$ cat src/rtl/core/mmcs_pkg.sv
// Shared types and constants for the min/max contrast stretch unit.
`default_nettype none

package mmcs_pkg;

    localparam int PIXEL_BITS_DEF = 8;
    localparam int CFG_INDEX_BITS = 2;

    localparam logic [CFG_INDEX_BITS-1:0] CFG_OUT_MIN = 2'd0;
    localparam logic [CFG_INDEX_BITS-1:0] CFG_OUT_MAX = 2'd1;

    typedef enum logic
    {
        OP_MEASURE = 1'b0,
        OP_MAP     = 1'b1
    } op_e_t;

    typedef enum logic [1:0]
    {
        ST_MAPPED  = 2'd0,
        ST_OUTSIDE = 2'd1,
        ST_FLAT    = 2'd2,
        ST_BADCFG  = 2'd3
    } status_t;

    typedef enum logic [1:0]
    {
        S_IDLE   = 2'd0,
        S_MUL    = 2'd1,
        S_DIV    = 2'd2,
        S_RESULT = 2'd3
    } state_t;

    typedef struct packed
    {
        logic load_item;
        logic mul_load;
        logic div_step;
        logic out_load;
    } ctrl_cmd_t;

    typedef struct packed
    {
        logic direct;
        logic div_done;
        logic out_free;
    } dp_stat_t;

endpackage

`default_nettype wire

$ cat src/rtl/core/min_max_contrast_stretch_unit.sv
// Top level of the min/max contrast stretch unit.
//
//  channel   direction  handshake             payload
//  in        in         in_valid/in_ready     op, pixel, first
//  out       out        out_valid/out_ready   mapped, status
//  cfg       in         cfg_valid/cfg_ready   cfg_index, cfg_data
//
// Measure beats are taken back to back. A map beat that needs scaling holds
// the unit through the multiply state and the restoring divider, which gives
// one quotient bit per cycle. A passthrough map beat skips the divider.
// The output register lets the next beat in while a result waits; a stalled
// output holds the unit only when a second result is ready to load.
// Reset is asynchronous, active low; no clearing pass is needed.
`default_nettype none

module min_max_contrast_stretch_unit
#(
    parameter int PIXEL_BITS = mmcs_pkg::PIXEL_BITS_DEF
)
(
    input  wire logic                                 clk,
    input  wire logic                                 rst_n,
    input  wire logic                                 in_valid,
    output logic                                      in_ready,
    input  wire logic                                 op,
    input  wire logic [PIXEL_BITS-1:0]                pixel,
    input  wire logic                                 first,
    output logic                                      out_valid,
    input  wire logic                                 out_ready,
    output logic [PIXEL_BITS-1:0]                     mapped,
    output logic [1:0]                                status,
    input  wire logic                                 cfg_valid,
    output logic                                      cfg_ready,
    input  wire logic [mmcs_pkg::CFG_INDEX_BITS-1:0]  cfg_index,
    input  wire logic [PIXEL_BITS-1:0]                cfg_data
);

    mmcs_pkg::ctrl_cmd_t cmd;
    mmcs_pkg::dp_stat_t  stat;

    assign cfg_ready = 1'b1;

    mmcs_ctrl u_ctrl
    (
        .clk      (clk),
        .rst_n    (rst_n),
        .in_valid (in_valid),
        .op       (op),
        .in_ready (in_ready),
        .stat     (stat),
        .cmd      (cmd)
    );

    mmcs_datapath
    #(
        .PIXEL_BITS (PIXEL_BITS)
    )
    u_dp
    (
        .clk       (clk),
        .rst_n     (rst_n),
        .cfg_valid (cfg_valid),
        .cfg_index (cfg_index),
        .cfg_data  (cfg_data),
        .op        (op),
        .pixel     (pixel),
        .first     (first),
        .out_ready (out_ready),
        .out_valid (out_valid),
        .mapped    (mapped),
        .status    (status),
        .cmd       (cmd),
        .stat      (stat)
    );

endmodule

`default_nettype wire

$ cat src/rtl/core/mmcs_ctrl.sv
// Controller state machine: sequences accept, multiply, divide and result load.
`default_nettype none

module mmcs_ctrl
(
    input  wire logic                 clk,
    input  wire logic                 rst_n,
    input  wire logic                 in_valid,
    input  wire logic                 op,
    output logic                      in_ready,
    input  wire mmcs_pkg::dp_stat_t   stat,
    output mmcs_pkg::ctrl_cmd_t       cmd
);

    mmcs_pkg::state_t state_reg;
    mmcs_pkg::state_t state_next;

    always_ff @(posedge clk or negedge rst_n)
    begin
        if (!rst_n)
        begin
            state_reg <= mmcs_pkg::S_IDLE;
        end
        else
        begin
            state_reg <= state_next;
        end
    end

    always_comb
    begin
        state_next = state_reg;
        cmd        = '0;
        in_ready   = 1'b0;
        unique case (state_reg)
            mmcs_pkg::S_IDLE:
            begin
                in_ready = 1'b1;
                if (in_valid)
                begin
                    cmd.load_item = 1'b1;
                    if (op == mmcs_pkg::OP_MAP)
                    begin
                        state_next = mmcs_pkg::S_MUL;
                    end
                end
            end
            mmcs_pkg::S_MUL:
            begin
                cmd.mul_load = 1'b1;
                state_next   = stat.direct ? mmcs_pkg::S_RESULT : mmcs_pkg::S_DIV;
            end
            mmcs_pkg::S_DIV:
            begin
                if (stat.div_done)
                begin
                    state_next = mmcs_pkg::S_RESULT;
                end
                else
                begin
                    cmd.div_step = 1'b1;
                end
            end
            mmcs_pkg::S_RESULT:
            begin
                if (stat.out_free)
                begin
                    cmd.out_load = 1'b1;
                    state_next   = mmcs_pkg::S_IDLE;
                end
            end
            default:
            begin
                state_next = mmcs_pkg::S_IDLE;
            end
        endcase
    end

endmodule

`default_nettype wire

$ cat src/rtl/core/mmcs_datapath.sv
// Datapath: config and tracking registers, multiplier, restoring divider, output register.
`default_nettype none

module mmcs_datapath
#(
    parameter int PIXEL_BITS = mmcs_pkg::PIXEL_BITS_DEF
)
(
    input  wire logic                                 clk,
    input  wire logic                                 rst_n,
    input  wire logic                                 cfg_valid,
    input  wire logic [mmcs_pkg::CFG_INDEX_BITS-1:0]  cfg_index,
    input  wire logic [PIXEL_BITS-1:0]                cfg_data,
    input  wire logic                                 op,
    input  wire logic [PIXEL_BITS-1:0]                pixel,
    input  wire logic                                 first,
    input  wire logic                                 out_ready,
    output logic                                      out_valid,
    output logic [PIXEL_BITS-1:0]                     mapped,
    output logic [1:0]                                status,
    input  wire mmcs_pkg::ctrl_cmd_t                  cmd,
    output mmcs_pkg::dp_stat_t                        stat
);

    localparam int PRODW = 2 * PIXEL_BITS;
    localparam int CNTW  = $clog2(PIXEL_BITS + 1);
    localparam logic [PIXEL_BITS-1:0] OUT_MAX_RST =
        (PIXEL_BITS >= 8) ? PIXEL_BITS'(255) : {PIXEL_BITS{1'b1}};

    logic [PIXEL_BITS-1:0] out_min_reg;
    logic [PIXEL_BITS-1:0] out_max_reg;
    logic [PIXEL_BITS-1:0] lo_reg;
    logic [PIXEL_BITS-1:0] hi_reg;
    logic [PIXEL_BITS-1:0] pix_reg;
    logic [PIXEL_BITS-1:0] div_reg;
    logic [PIXEL_BITS-1:0] rem_reg;
    logic [PIXEL_BITS-1:0] rem_next;
    logic [PIXEL_BITS-1:0] quo_reg;
    logic [PIXEL_BITS-1:0] quo_next;
    logic [CNTW-1:0]       cnt_reg;
    mmcs_pkg::status_t     cls_reg;
    mmcs_pkg::status_t     cls;
    logic                  out_valid_reg;
    logic [PIXEL_BITS-1:0] mapped_reg;
    logic [PIXEL_BITS-1:0] mapped_next;
    mmcs_pkg::status_t     status_reg;

    logic [PIXEL_BITS-1:0] span_out;
    logic [PIXEL_BITS-1:0] offset;
    logic [PRODW-1:0]      prod;
    logic [PIXEL_BITS:0]   shifted;
    logic [PIXEL_BITS:0]   divisor_ext;
    logic                  ge;

    // classification of the held pixel, in priority order
    always_comb
    begin
        if (out_min_reg > out_max_reg)
        begin
            cls = mmcs_pkg::ST_BADCFG;
        end
        else if (pix_reg < lo_reg || pix_reg > hi_reg)
        begin
            cls = mmcs_pkg::ST_OUTSIDE;
        end
        else if (lo_reg == hi_reg)
        begin
            cls = mmcs_pkg::ST_FLAT;
        end
        else
        begin
            cls = mmcs_pkg::ST_MAPPED;
        end
    end

    assign span_out = out_max_reg - out_min_reg;
    assign offset   = pix_reg - lo_reg;
    assign prod     = PRODW'(span_out) * PRODW'(offset);

    // one restoring step per cycle; quotient fits since high half < divisor
    assign shifted     = {rem_reg, quo_reg[PIXEL_BITS-1]};
    assign divisor_ext = {1'b0, div_reg};
    assign ge          = (shifted >= divisor_ext);
    assign rem_next    = ge ? PIXEL_BITS'(shifted - divisor_ext) : shifted[PIXEL_BITS-1:0];
    assign quo_next    = (quo_reg << 1) | PIXEL_BITS'(ge);

    always_comb
    begin
        case (cls_reg)
            mmcs_pkg::ST_MAPPED: mapped_next = out_min_reg + quo_reg;
            mmcs_pkg::ST_FLAT:   mapped_next = out_min_reg;
            default:             mapped_next = pix_reg;
        endcase
    end

    assign stat.direct   = (cls != mmcs_pkg::ST_MAPPED);
    assign stat.div_done = (cnt_reg == CNTW'(PIXEL_BITS));
    assign stat.out_free = !out_valid_reg || out_ready;

    always_ff @(posedge clk or negedge rst_n)
    begin
        if (!rst_n)
        begin
            out_min_reg   <= '0;
            out_max_reg   <= OUT_MAX_RST;
            lo_reg        <= '1;
            hi_reg        <= '0;
            out_valid_reg <= 1'b0;
        end
        else
        begin
            if (cfg_valid)
            begin
                unique case (cfg_index)
                    mmcs_pkg::CFG_OUT_MIN: out_min_reg <= cfg_data;
                    mmcs_pkg::CFG_OUT_MAX: out_max_reg <= cfg_data;
                    default:
                    begin
                    end
                endcase
            end
            if (cmd.load_item && op == mmcs_pkg::OP_MEASURE)
            begin
                if (first)
                begin
                    lo_reg <= pixel;
                    hi_reg <= pixel;
                end
                else
                begin
                    if (pixel < lo_reg)
                    begin
                        lo_reg <= pixel;
                    end
                    if (pixel > hi_reg)
                    begin
                        hi_reg <= pixel;
                    end
                end
            end
            if (cmd.out_load)
            begin
                out_valid_reg <= 1'b1;
            end
            else if (out_ready)
            begin
                out_valid_reg <= 1'b0;
            end
        end
    end

    always_ff @(posedge clk)
    begin
        if (cmd.load_item)
        begin
            pix_reg <= pixel;
        end
        if (cmd.mul_load)
        begin
            {rem_reg, quo_reg} <= prod;
            div_reg            <= hi_reg - lo_reg;
            cls_reg            <= cls;
            cnt_reg            <= '0;
        end
        else if (cmd.div_step)
        begin
            rem_reg <= rem_next;
            quo_reg <= quo_next;
            cnt_reg <= cnt_reg + CNTW'(1);
        end
        if (cmd.out_load)
        begin
            mapped_reg <= mapped_next;
            status_reg <= cls_reg;
        end
    end

    assign out_valid = out_valid_reg;
    assign mapped    = mapped_reg;
    assign status    = status_reg;

endmodule

`default_nettype wire

$ cat config.mk
export PLATFORM = sky130hd
export DESIGN_NAME = min_max_contrast_stretch_unit
export DESIGN_NICKNAME = d
export VERILOG_FILES = /design/src/rtl/core/mmcs_pkg.sv /design/src/rtl/core/min_max_contrast_stretch_unit.sv /design/src/rtl/core/mmcs_ctrl.sv /design/src/rtl/core/mmcs_datapath.sv
export SDC_FILE = /design/constraint.sdc
export NUM_CORES = 1
export LEC_CHECK = 0
export BUFFER_PORTS_ARGS = -buffer_cell sky130_fd_sc_hd__buf_2
export CORE_AREA = 3 3 92 137
export DETAILED_ROUTE_END_ITERATION = 10
export DIE_AREA = 0 0 95 140
export PLACE_DENSITY = 0.95
export RECOVER_POWER = 100
export REMOVE_ABC_BUFFERS = 1
export SYNTH_ARGS = -nofsm -noshare
export SYNTH_HDL_FRONTEND = slang
export SYNTH_SLANG_ARGS = --single-unit
$ cat constraint.sdc
create_clock -name clk -period 9.1 [get_ports clk]
set_input_delay 0.91 -clock clk [delete_from_list [all_inputs] [get_ports clk]]
set_output_delay 0.91 -clock clk [all_outputs]
set_load 0.02 [all_outputs]
==> results.toml <==
[outcome]
outcome = "complete, but fails checks"
violations = "max-capacitance violations, max-slew violations"

[hold_path]
hold_class = "reg2reg"
hold_start = "u_dp.cnt_reg[3]$_SDFFE_PP0P_"
worstHoldPathCells = 2
min_to = "u_dp.cnt_reg[3]$_SDFFE_PP0P_"

[clock_network]
cts.sinks = 83
clk-insertion-delay-late_ns = 0.35
post_cts_buffers = 0
clock_path_buffers = 2
cts_resized = 0
cts_made_buffers = 9
cts_hold_buf = 0
clk_pin_slew_worst_paths_ns = 0.07
h-tree-depth = 3
cts-root-buf = "clkbuf_16"
cts_tree = "done"

[layout]
nets = 989
final_common_cell = "ha_1"
area_growth_pct = 7.32
layout.area.seq_um2 = 2300
multi_input_comb_area_um2 = 4960
nFillCells = 707
antenna_cells = 0
drive_gt1_frac = 0.107
final_cell_mix = "ha_1, inv_1, nor2_1, edfxtp_1, fa_1"

[drt]
wire_per_inst_um = 20.4
wl_um = 19900
drt_iter0_markers = 539
vias_per_cell = 6.53
vias = 6363
drc = 0
dr.pass1.iters = 5
ant_nets = 0

[place]
place_congestion = 0.917
hpwl_um = 15000
port_buffers = 36
pre_cts_slack_ns = 2.50

[worst_setup_path]
cp-start-kind = "register"
r2r_slack_ns = 2.17
cp_common_cell = "fa_1"
critical_path_class = "reg2reg"
arrival_ns = 6.96
path_cells = "ha_1 -> inv_1 -> fa_1 -> a21oi_1 -> o21ai_0 -> o21ai_0 -> nand2b_1 -> xnor2_1 -> nor2_1 -> fa_1 -> fa_1 -> fa_1 -> inv_1 -> fa_1 -> inv_1 -> ha_1 -> a2111oi_0 -> o21ai_0 -> and2_0 -> a311oi_1 -> xor2_1 -> mux2i_1"
r2r_end = "u_dp.rem_reg[6]$_DFFE_PP_"
r2r-start = "u_dp.lo_reg[0]$_DFFE_PN1P_"
worstPathRequired_ns = 9.13
critPathTopFamily = "adder cells"
cpPeakStageDelay_ns = 0.65
worst_setup_path_end_kind = "register"
path_max_fanout = 8
crit_slowest_cell = "dfstp_1"
critPathBufInv = 3
r2r_cells = 22

[sta]
worst_slack_ns = 2.17
setup-violations-final = 0
maxSlewViolCount = 83
period_share = 0.762
fin_tns_setup_ns = 0
worst_pin_slew_ns = 2.05
relSlewSlack = -0.366
final_hold_viol_count = 0
rsz0062_at_grt = "false"
min_period_ns = 6.93
timing.fmax_ghz = 0.144
skew_ns = 0.00642

[floorplanning]
num_io_pins = 38
row_count = 48
die_area_um2 = 13300
die_h_um = 140
die_x_um = 95
coreArea_um2 = 11600
initial_core_util = 0.666

[synthesis]
ys_ff_latch = 83
yosysSeqAreaShare = 0.297
synth_cells = 785
ys.flop_type = "edfxtp_1"
syn_area_per_cell_um2 = 9.84
yosys_warnings = 0
netlist_area_um2 = 7720
synth_edf_count = 44
synthDistinctLibCells = 64
synthArstFlopShare = 0.422

[global_routing]
grt_max_degree = 38
grt_util_all_layers = 0.323
grt_pass1_vias = 6682
overflow = 0
grt_pass1_wl_um = 33300
antenna_found_initial = 0

[job]
maxCapViolCount = 3
==> per-stage QoR <==
step | util | hold slack [ns] | cells | cell area [um2]
after CTS | 0.720 | 0.555 | 974 | 8340
after global placement | 0.693 | 0.494 | 958 | 8040
after floorplan | - | 0.479 | 770 | 7650
after global routing | 0.715 | 0.579 | 974 | 8290
after detailed placement | 0.693 | 0.513 | 958 | 8040
final | 0.715 | 0.548 | 974 | 8290
==> final cells by class <==
| cell class | instances | area share |
|---|---|---|
| timing repair buffer | 38 | 0.0193 |
| tap | 150 | 0.0226 |
| clock inverter | 7 | 0.00981 |
| inverter | 101 | 0.0457 |
| sequential | 83 | 0.277 |
| multi-input combinational | 586 | 0.598 |
| clock buffer | 9 | 0.0272 |
==> logic make-up (layout without fill, tap and decap cells) <==
kind of cell	count (synthesis)	in the layout	share of synthesized area
AND/OR/NAND/NOR	213	213	0.134
buffers and inverters	116	155	0.0582
adder cells (fa/ha/maj)	145	145	0.275
XOR/XNOR	43	43	0.0488
multiplexers	41	41	0.0580
AO/OA/AOI/OAI	143	143	0.128
other	1	1	0.000486
flip-flops	83	83	0.297
==> synth_stat cells (all sizes together) (3+ instances only) <==
library cell / n / area share
nand2: 34 / 0.017
inv: 101 / 0.049
o21a: 6 / 0.0058
or3: 6 / 0.0049
clkbuf: 9 / 0.0044
fa: 41 / 0.11
o211ai: 5 / 0.0049
a21oi: 31 / 0.020
a211oi: 4 / 0.0039
and4: 3 / 0.0034
dfrtp: 19 / 0.062
edfxtp: 44 / 0.17
nor3: 6 / 0.0039
dfstp: 16 / 0.054
nand4: 6 / 0.0049
dfxtp: 4 / 0.010
a21o: 13 / 0.013
xor2: 15 / 0.017
o221ai: 7 / 0.0079
nand2b: 23 / 0.019
o311ai: 3 / 0.0044
nor2b: 13 / 0.011
mux2: 27 / 0.040
or2: 18 / 0.015
nor2: 81 / 0.039
a31oi: 4 / 0.0060
nand3: 12 / 0.0078
mux2i: 14 / 0.018
a311o: 7 / 0.0091
xnor2: 28 / 0.032
o31ai: 3 / 0.0029
buf: 6 / 0.0047
o21ai: 40 / 0.026
and3: 3 / 0.0024
ha: 104 / 0.17
and2: 4 / 0.0032
==> worst register-to-register path, stage by stage (launching register included) <==
cell and delay [ns]:
dfstp_1 0.65, ha_1 0.23, inv_1 0.07, fa_1 0.41
a21oi_1 0.25, o21ai_0 0.16, o21ai_0 0.17, nand2b_1 0.09
xnor2_1 0.52, nor2_1 0.13, fa_1 0.53, fa_1 0.52
fa_1 0.55, inv_1 0.06, fa_1 0.53, inv_1 0.04
ha_1 0.33, a2111oi_0 0.41, o21ai_0 0.18, and2_0 0.22
a311oi_1 0.32, xor2_1 0.17, mux2i_1 0.08
==> how the worst max path moves through the flow <==
stage,endpoint,slack (ns),cells after the start,from
global route,u_dp.rem_reg[6]$_DFFE_PP_,1.70,22,u_dp.lo_reg[0]$_DFFE_PN1P_
CTS,u_dp.rem_reg[6]$_DFFE_PP_,2.38,22,u_dp.lo_reg[0]$_DFFE_PN1P_
finish,u_dp.rem_reg[6]$_DFFE_PP_,2.17,22,u_dp.lo_reg[0]$_DFFE_PN1P_
floorplan,u_dp.rem_reg[6]$_DFFE_PP_,3.03,23,u_dp.lo_reg[0]$_DFFE_PN1P_
detailed placement,u_dp.rem_reg[6]$_DFFE_PP_,2.50,22,u_dp.lo_reg[0]$_DFFE_PN1P_
global placement,u_dp.rem_reg[6]$_DFFE_PP_,2.75,23,u_dp.lo_reg[0]$_DFFE_PN1P_
==> per-layer routing <==
metal	routed length [um]	GRT usage	share of wire	vias to the layer above
met4	1530	0.210	0.077	0
met5	0	0	0	-
met3	1250	0.0570	0.063	140
li1	-	-	-	2795
met1	6740	0.349	0.34	3045
met2	10400	0.565	0.52	383
Power is not shown: default switching activity piles up to over one toggle a cycle in this logic, so the estimate is an artifact.
